--- src/hw/rtl/lss_pkg.sv ---
// Package for the line segment step sampler: beat structs, state encoding,
// widths and reset constants. Depends on nothing; used by every RTL file.
`timescale 1ns / 1ps

package lss_pkg;

  // Field widths fixed by the segment and point formats.
  localparam int unsigned PosW  = 32;  // signed Q16.16 positions
  localparam int unsigned DirW  = 16;  // signed Q1.15 direction components
  localparam int unsigned LenW  = 32;  // unsigned Q16.16 lengths
  // Low bits of dir * offset that matter: bits [46:15] form the wrapped coordinate.
  localparam int unsigned ProdW = PosW + 15;
  localparam int unsigned FracShift = 15;

  localparam int unsigned      MAX_STEPS_DEF  = 63;
  localparam logic [LenW-1:0]  STEP_SIZE_RST  = 32'h0002_0000;  // 2.0

  // One input beat: a segment.
  typedef struct packed {
    logic signed [PosW-1:0] start_x;
    logic signed [PosW-1:0] start_y;
    logic signed [PosW-1:0] start_z;
    logic signed [DirW-1:0] dir_x;
    logic signed [DirW-1:0] dir_y;
    logic signed [DirW-1:0] dir_z;
    logic [LenW-1:0]        seg_length;
  } in_item_t;

  // One result beat: a weighted sample point.
  typedef struct packed {
    logic signed [PosW-1:0] point_x;
    logic signed [PosW-1:0] point_y;
    logic signed [PosW-1:0] point_z;
    logic [LenW-1:0]        weight;
    logic                   last;
    logic                   truncated;
  } out_item_t;

  // Sequencer states.
  typedef enum logic [2:0] {
    ST_IDLE,
    ST_MUL_STEP,
    ST_MUL_HALF,
    ST_STEPS,
    ST_MUL_FIN,
    ST_EMIT_FIN
  } state_t;

endpackage

--- src/hw/rtl/lss_mul.sv ---
// Shared multiplier of the step sampler: signed Q1.15 direction times an
// unsigned Q16.16 offset, low product bits only. Depends on lss_pkg.
`timescale 1ns / 1ps

module lss_mul (
  input  logic signed [lss_pkg::DirW-1:0]  dir,
  input  logic [lss_pkg::LenW-1:0]         offs,
  output logic [lss_pkg::ProdW-1:0]        prod
);

  localparam int unsigned FullW = lss_pkg::DirW + lss_pkg::LenW + 1;

  logic signed [FullW-1:0] full;

  // Zero-extend the offset so the product is signed times unsigned.
  always_comb begin
    full = FullW'($signed(dir) * $signed({1'b0, offs}));
    prod = full[lss_pkg::ProdW-1:0];
  end

endmodule

--- src/hw/rtl/line_segment_step_sampler.sv ---
// Top level of the line segment step sampler: command port, step register,
// sequencer and point datapath. Depends on lss_pkg and lss_mul.
//
//   channel | direction | handshake              | payload
//   --------+-----------+------------------------+------------------------
//   in_     | in        | start / busy           | in_data (segment)
//   out_    | out       | out_valid strobe       | out_data (weighted point)
//   cfg_    | in        | cfg_valid / cfg_ready  | cfg_data (step size)
//
// A segment shorter than the step gives one point at its midpoint; otherwise n
// whole steps (at most MAX_STEPS) and a remainder point. One multiplier is shared:
// it scales the step per axis, then the half step, then the final offset;
// the step points then come one a cycle from running sums. busy is high from
// the accept and falls in the cycle that strobes the final point. rst_n is
// synchronous and sets the step to 2.0. The receiver cannot stall; a point is
// shown one cycle.
`timescale 1ns / 1ps

module line_segment_step_sampler #(
  parameter int unsigned MAX_STEPS = lss_pkg::MAX_STEPS_DEF
) (
  input  logic                        clk,
  input  logic                        rst_n,
  input  logic                        start,
  output logic                        busy,
  input  lss_pkg::in_item_t           in_data,
  output logic                        out_valid,
  output lss_pkg::out_item_t          out_data,
  input  logic                        cfg_valid,
  output logic                        cfg_ready,
  input  logic [lss_pkg::LenW-1:0]    cfg_data
);

  localparam int unsigned CntW = $clog2(MAX_STEPS + 1);
  localparam int unsigned CovW = lss_pkg::LenW + CntW;
  localparam int unsigned PW   = lss_pkg::ProdW;
  localparam int unsigned LW   = lss_pkg::LenW;

  typedef struct packed {
    logic [LW-1:0] mul_d;      // offset fed to the multiplier
    logic          more;       // another whole step to emit
    logic          step_emit;  // step point emitted this cycle
    logic          axis_done;  // multiplier on the last axis
  } ctrl_t;

  lss_pkg::state_t state_r, state_nxt;
  ctrl_t           ctrl;

  logic [LW-1:0]                  step_r;
  logic signed [lss_pkg::PosW-1:0] start_r [3];
  logic signed [lss_pkg::DirW-1:0] dir_r   [3];
  logic [PW-1:0]                  inc_r   [3];
  logic [PW-1:0]                  acc_r   [3];
  logic [LW-1:0]                  len_r;
  logic [LW-1:0]                  fin_d_r;
  logic [LW-1:0]                  wt_r;
  logic                           trunc_r;
  logic [CovW-1:0]                cov_r;
  logic [CntW-1:0]                cnt_r;
  logic [1:0]                     axis_r;
  logic                           out_valid_r;
  lss_pkg::out_item_t             out_data_r;

  logic [CovW-1:0]                cap;
  logic [CovW-1:0]                cov_next;
  logic [LW-1:0]                  rem;
  logic [PW-1:0]                  prod;
  logic [lss_pkg::PosW-1:0]       fin_pt;
  logic                           accept;

  assign accept    = start && (state_r == lss_pkg::ST_IDLE);
  assign busy      = (state_r != lss_pkg::ST_IDLE);
  // The step is not changed in the cycle that takes a segment.
  assign cfg_ready = (state_r == lss_pkg::ST_IDLE) && !start;
  assign out_valid = out_valid_r;
  assign out_data  = out_data_r;

  // Whole-step threshold for truncation and running covered length.
  assign cap      = CovW'(in_data.seg_length) < CovW'(step_r) * CovW'(MAX_STEPS + 1)
                    ? '0 : '1;
  assign cov_next = cov_r + CovW'(step_r);
  assign rem      = len_r - cov_r[LW-1:0];

  // Shared multiplier.
  lss_mul u_mul (
    .dir  (dir_r[axis_r]),
    .offs (ctrl.mul_d),
    .prod (prod)
  );

  assign fin_pt = start_r[axis_r] + prod[PW-1:lss_pkg::FracShift];

  // Sequencer controls.
  always_comb begin
    ctrl = '0;
    ctrl.axis_done = (axis_r == 2'd2);
    ctrl.more = trunc_r ? (cnt_r != CntW'(MAX_STEPS))
                        : (CovW'(len_r) >= cov_next);
    unique case (state_r)
      lss_pkg::ST_MUL_STEP: ctrl.mul_d = step_r;
      lss_pkg::ST_MUL_HALF: ctrl.mul_d = step_r >> 1;
      lss_pkg::ST_MUL_FIN:  ctrl.mul_d = fin_d_r;
      lss_pkg::ST_STEPS:    ctrl.step_emit = ctrl.more;
      default:              ctrl.mul_d = '0;
    endcase
  end

  // Next state.
  always_comb begin
    state_nxt = state_r;
    unique case (state_r)
      lss_pkg::ST_IDLE: begin
        if (start) begin
          state_nxt = (in_data.seg_length < step_r) ? lss_pkg::ST_MUL_FIN
                                                    : lss_pkg::ST_MUL_STEP;
        end
      end
      lss_pkg::ST_MUL_STEP: begin
        if (ctrl.axis_done) state_nxt = lss_pkg::ST_MUL_HALF;
      end
      lss_pkg::ST_MUL_HALF: begin
        if (ctrl.axis_done) state_nxt = lss_pkg::ST_STEPS;
      end
      lss_pkg::ST_STEPS: begin
        if (!ctrl.more) state_nxt = lss_pkg::ST_MUL_FIN;
      end
      lss_pkg::ST_MUL_FIN: begin
        if (ctrl.axis_done) state_nxt = lss_pkg::ST_EMIT_FIN;
      end
      lss_pkg::ST_EMIT_FIN: state_nxt = lss_pkg::ST_IDLE;
      default:              state_nxt = lss_pkg::ST_IDLE;
    endcase
  end

  // Control registers.
  always_ff @(posedge clk) begin
    if (!rst_n) begin
      state_r     <= lss_pkg::ST_IDLE;
      step_r      <= lss_pkg::STEP_SIZE_RST;
      out_valid_r <= 1'b0;
      axis_r      <= '0;
    end else begin
      state_r     <= state_nxt;
      out_valid_r <= ctrl.step_emit || (state_r == lss_pkg::ST_EMIT_FIN);
      if (cfg_valid && cfg_ready) begin
        step_r <= cfg_data;
      end
      // Axis counter runs through x, y, z in each multiply state.
      if (state_r == lss_pkg::ST_MUL_STEP || state_r == lss_pkg::ST_MUL_HALF ||
          state_r == lss_pkg::ST_MUL_FIN) begin
        axis_r <= ctrl.axis_done ? 2'd0 : axis_r + 2'd1;
      end else begin
        axis_r <= 2'd0;
      end
    end
  end

  // Datapath registers.
  always_ff @(posedge clk) begin
    case (state_r)
      lss_pkg::ST_IDLE: begin
        if (accept) begin
          start_r[0] <= in_data.start_x;
          start_r[1] <= in_data.start_y;
          start_r[2] <= in_data.start_z;
          dir_r[0]   <= in_data.dir_x;
          dir_r[1]   <= in_data.dir_y;
          dir_r[2]   <= in_data.dir_z;
          len_r      <= in_data.seg_length;
          cov_r      <= '0;
          cnt_r      <= '0;
          if (in_data.seg_length < step_r) begin
            // Short segment: one point at the midpoint.
            fin_d_r <= in_data.seg_length >> 1;
            wt_r    <= in_data.seg_length;
            trunc_r <= 1'b0;
          end else begin
            trunc_r <= cap[0];
          end
        end
      end
      lss_pkg::ST_MUL_STEP: inc_r[axis_r] <= prod;
      lss_pkg::ST_MUL_HALF: acc_r[axis_r] <= prod;
      lss_pkg::ST_STEPS: begin
        if (ctrl.more) begin
          // Step point, then advance the running products by one step.
          out_data_r.point_x   <= start_r[0] + acc_r[0][PW-1:lss_pkg::FracShift];
          out_data_r.point_y   <= start_r[1] + acc_r[1][PW-1:lss_pkg::FracShift];
          out_data_r.point_z   <= start_r[2] + acc_r[2][PW-1:lss_pkg::FracShift];
          out_data_r.weight    <= step_r;
          out_data_r.last      <= 1'b0;
          out_data_r.truncated <= trunc_r;
          acc_r[0] <= acc_r[0] + inc_r[0];
          acc_r[1] <= acc_r[1] + inc_r[1];
          acc_r[2] <= acc_r[2] + inc_r[2];
          cov_r    <= cov_next;
          cnt_r    <= cnt_r + CntW'(1);
        end else begin
          // Remainder point sits in the middle of what is left.
          fin_d_r <= len_r - (rem >> 1);
          wt_r    <= rem;
        end
      end
      lss_pkg::ST_MUL_FIN: begin
        case (axis_r)
          2'd0:    out_data_r.point_x <= fin_pt;
          2'd1:    out_data_r.point_y <= fin_pt;
          default: out_data_r.point_z <= fin_pt;
        endcase
      end
      lss_pkg::ST_EMIT_FIN: begin
        out_data_r.weight    <= wt_r;
        out_data_r.last      <= 1'b1;
        out_data_r.truncated <= trunc_r;
      end
      default: begin
        cnt_r <= cnt_r;
      end
    endcase
  end

endmodule

--- config.mk ---
export PLATFORM = sky130hd
export DESIGN_NAME = line_segment_step_sampler
export DESIGN_NICKNAME = d
export VERILOG_FILES = /design/src/hw/rtl/lss_pkg.sv /design/src/hw/rtl/lss_mul.sv /design/src/hw/rtl/line_segment_step_sampler.sv
export SDC_FILE = /design/constraint.sdc
export NUM_CORES = 2
export LEC_CHECK = 0
export ABC_AREA = 1
export BUFFER_PORTS_ARGS = -buffer_cell sky130_fd_sc_hd__buf_4
export CELL_PAD_IN_SITES_DETAIL_PLACEMENT = 0
export CELL_PAD_IN_SITES_GLOBAL_PLACEMENT = 1
export CORE_ASPECT_RATIO = 2
export CORE_MARGIN = 5
export CORE_UTILIZATION = 44
export DETAILED_ROUTE_END_ITERATION = 12
export PLACE_DENSITY = 0.83
export SLEW_MARGIN = 10
export SYNTH_ARGS = -nofsm -noshare
export SYNTH_HDL_FRONTEND = slang
export SYNTH_HIERARCHICAL = 1
export SYNTH_SLANG_ARGS = --single-unit
--- constraint.sdc ---
create_clock -name clk -period 9.3 [get_ports clk]
set_clock_uncertainty 0.15 [all_clocks]
set_input_delay 0.465 -clock clk [delete_from_list [all_inputs] [get_ports clk]]
set_output_delay 0.465 -clock clk [all_outputs]
set_load 0.02 [all_outputs]
* After elaboration in Yosys (flattened, before gate mapping)
Memories as Yosys holds them, arrays and structs flattened. A register that Yosys moved wholly into a read port is not among the register bits. Index checks and enable logic that the tools add are counted.
Word-level totals: register bits after elaboration 309, bits in writable memories 426, input port bits 212, output and inout port bits 133, memories kept 4
Cells by class: $add $sub $neg 12, multipliers 1, magnitude comparators 3, eq/ne operators 19, multiplexer cells 46, bitwise operators 2, reduce and logical (&&, ||, !) cells 24
Memory list:
- acc_r | words 3, width 47, rd ports 3, clocked after memory_dff 0, wr ports 3, line line_segment_step_sampler.sv:53 | logic [PW-1:0] acc_r [3];
- inc_r | words 3, width 47, rd ports 3, clocked after memory_dff 0, wr ports 1, line line_segment_step_sampler.sv:52 | logic [PW-1:0] inc_r [3];
- start_r | words 3, width 32, rd ports 4, clocked after memory_dff 1, wr ports 3, line line_segment_step_sampler.sv:50 | logic signed [lss_pkg::PosW-1:0] start_r [3];
- dir_r | words 3, width 16, rd ports 1, clocked after memory_dff 1, wr ports 3, line line_segment_step_sampler.sv:51 | logic signed [lss_pkg::DirW-1:0] dir_r [3];
Operators by type and width (count):
- two-way mux 32 bit | 9
- case mux 96 bit (2 select lines) | 1
- adder 47 bit | 3
- two-way mux 130 bit | 1
- adder 32 bit | 4
- case mux 32 bit (2 select lines) | 2
- case mux 32 bit (3 select lines) | 1
- two-way mux 38 bit | 2
- case mux 38 bit (2 select lines) | 1
- case mux 34 bit (2 select lines) | 1
- multiplier 16 x 33 -> 47 bit | 1
- two-way mux 47 bit | 1
- OR reduction 47 bit | 1
- adder 38 x 32 -> 38 bit | 1
- greater-or-equal comparator 32 x 38 -> 1 bit | 1
- < comparator 32 x 38 -> 1 bit | 1
- < comparator 32 bit | 1
- subtractor 32 x 31 -> 32 bit | 1
- subtractor 32 bit | 1
- two-way mux 3 bit | 6
- inequality test 2 bit (second input constant) | 8
- case mux 3 bit (5 select lines) | 1
- two-way mux 1 bit | 14
- two-way mux 6 bit | 2
- other kinds (25) | 42

* Longest topological paths before layout
depth in word-level cells 8, gate-level depth with buffers 49, gate-level depth less buffers 45

* Modules after synthesis
Netlist, hierarchy kept.
Modules (own cells, without submodules):
- line_segment_step_sampler | instances 1, cells each 5723, area each 49343.6 µm², sequential area each 21690.8 µm²
- lss_mul | instances 1, cells each 2613, area each 18343.8 µm², sequential area each 0.0 µm²

* Least setup slack after synthesis
Ideal clock, no wire load.
path type reg2reg, start point register state_r[0], end point memory dir_r[0][0] in the netlist's numbering (enable), setup time 0.717 ns, arrival time 8.087 ns, data required time 8.433 ns, path slack 0.345 ns, stages on the path, launching flop included 6, clock period less this slack 8.955 ns, cells stage by stage dfxtp_1 -> nor2_1 -> inv_1 -> nor2_1 -> inv_1 -> nor2_1
RTL lines:
- from (decl) | line line_segment_step_sampler.sv:46 | lss_pkg::state_t state_r, state_nxt;
- from (signal assigned) | line line_segment_step_sampler.sv:138 | state_r <= lss_pkg::ST_IDLE;
- from (signal assigned) | line line_segment_step_sampler.sv:143 | state_r <= state_nxt;
- to (decl) | line line_segment_step_sampler.sv:51

==> qor.txt <==
Status - finished, final reports clean
DRC - 0
Most used cell, CP - nand2_1
Wire length of the first global-routing pass - 423000 µm
Measured slew at the worst slew-check pin - 1.30 ns
Final min period - 9.05 ns
Highest clock rate - 0.110 GHz
Largest family of logic cells by synthesized area - adder cells
Reg clk slew, reported paths - 0.08 ns
Antenna violations before repair - 9
Xor-xnor portion of the synthesized cell area - 0.0360
Register area share after synthesis - 0.320
Relative slew slack - 0.127
CP Max Fanout - 21
Final setup violation count - 0
CTS tree - yes
IO Pins - 345
Largest area contributor in the netlist - edfxtp_1
Final ANT Viol Nets - 0
CP endpoint kind - flip-flop
Synth area leaders - edfxtp_1 (31%), fa_1 (13%), ha_1 (11%), nand2_1 (10%), inv_1 (8.5%)
CTS Sinks - 735
Reg area - 21700 µm²
Share of the synthesized area in the top cell type - 0.309
Multiplexer share of the synthesized area - 0
Final hold vios - 0
Vias in the first global route - 67300
DP Worst Slack - -0.580 ns
Syn Inst Count - 8336
Die H - 565 µm
Final Max Slew Viols - 0
HP Class - primary input to flip-flop
CTS Buf Count - 77
Hold Path Origin - rst_n
Post-synth top cells - nand2_1 (1808), inv_1 (1531), a21oi_1 (727), edfxtp_1 (697), nor2_1 (645)
Area of the multi-input gates - 40000 µm²
FF-to-FF Start - axis_r[1]$_SDFF_PP0_
Post-synth EDFFs - 697
Final weighted congestion in routability-driven placement - 1.06
Reg2reg path depth - 39
Synthesized area per cell - 8.12 µm²
CP max stage cell - fa_1
Design Area, Final - 79600 µm²
Synth warnings - 6
Routed WL - 297000 µm
Max cap viols - 0
Die area - 162000 µm²
Part of the cycle the worst path needs - 0.973
Biggest cell delay along the critical path - 0.52 ns
Post-Syn Area - 67700 µm²
Initial Util - 0.443
Critical path arrival - 9.35 ns
Core area - 153000 µm²
CP delay by family, top - adder cells
Share of cells above drive strength 1 - 0.103
Clk_lat worst skew - 0.70 ns
Synth Register Bits - 735
Critical path depth - 39
CP Launch Type - flip-flop
CP required - 9.60 ns
Per-cell routed wire length - 26.7 µm
Root buffer cell - clkbuf_16
Critical Path Start - axis_r[1]$_SDFF_PP0_
Post-synthesis async set-or-reset flop share - 0
Area after DPL - 74100 µm²
Vias per cell - 5.55
Clk buf depth - 3
Layout area overhead - 17.6%
Drt first pass iters - 6
Crit path kind - flip-flop to flip-flop
Synth Area in Adders - 0.236
Compound-Gate Fraction of Synth Area - 0.134
Post-DP HPWL - 248000 µm
RSZ-0062 raised after global routing - true
Die Width - 287 µm
Critical path buffers and inverters - 11
Simple-gate portion of the synthesized area - 0.175
Site Rows - 203
Port Buffer Count - 344
Fin Hold WS - 0.0462 ns
Largest net degree at the start of global routing - 114
Total grt overflow - 0
Syn_nets - 9567
Worst setup margin - 0.248 ns
Yosys cell types - 55
Count leader, synth - nand2_1
Max H-tree Level - 3
GRT Resource Usage Total - 0.359
Worst hold stages - 2
Synth Flop Type - edfxtp_1
Vias - 61700
Nets@finish - 10200
DRT iter0 DRCs - 3920
Fillers - 14700
placed cells by master, fill, tap and decap left out, drive strengths merged, types with 38 or more instances in the layout:
cell,synthesis,routed
nand2,1860,1860
inv,1541,1545
a21oi,728,728
edfxtp,697,697
nor2,672,672
ha,591,591
o21ai,589,589
buf,27,573
fa,428,428
dlygate4sd3,0,208
nand3,194,194
xor2,158,158
xnor2,120,120
clkbuf,174,93
a31oi,82,82
nor3,67,67
o221ai,45,45
o21a,44,44
nand4,39,39
dfxtp,38,38
final cells by class:
type	instances	area share
clock buffer	93	0.0259
timing repair buffer	781	0.0850
clock inverter	50	0.00899
antenna	4	0.000126
tap	2050	0.0322
multi-input combinational	5855	0.502
inverter	1545	0.0729
sequential	735	0.273
flip-flops by register name, summed over array words and instances, names as in the netlist:
name / count
cnt_r: 6
acc_r: 141
trunc_r: 1
len_r: 32
axis_r: 2
out_data: 130
state_r: 3
cov_r: 38
step_r: 32
inc_r: 141
fin_d_r: 32
out_valid: 1
dir_r: 48
wt_r: 32
start_r: 96
cells by family after synthesis:
family	Yosys count
adder cells (fa/ha/maj)	1019
AND/OR/NAND/NOR	2914
XOR/XNOR	278
AO/OA/AOI/OAI	1644
buffers and inverters	1746
flip-flops	735
metal layers:
layer,up-vias,track usage,share of wire
met5,-,0,0
met4,0,0.406,0.15
met3,1321,0.0451,0.041
met2,2473,0.694,0.53
met1,29400,0.281,0.27
li1,28500,-,-
final timing paths:
check | to | slack [ns]
setup / recovery | out_data[124]$_DFFE_PP_ | 0.25
hold reg to reg | out_data[4]$_DFFE_PP_ | 0.38
setup reg to reg | out_data[124]$_DFFE_PP_ | 0.25
hold / removal | step_r[17]$_SDFFE_PN1P_ | 0.05
through the flow:
stage | instances | TNS, ns | utilization
6_report | 11100 | 0 | 0.520
5_1_grt | 11100 | -0.172 | 0.520
4_1_cts | 11100 | -0.0474 | 0.517
3_5_place_dp | 10700 | -13.76 | 0.484
3_3_place_gp | 10700 | -11.03 | 0.484
2_1_floorplan | 8336 | 0 | -
repair_timing:
item / 4_1_cts / 5_1_grt
setup endpoints to repair: 53 / 62
gates resized for setup: 24 / 84
setup buffers: 0 / 11
hold endpoints to repair: 249 / 0
hold buffers: 208 / 0
gates cloned: 0 / 1
Power is not shown: default switching activity piles up to over one toggle a cycle in this logic, so the estimate is an artifact.
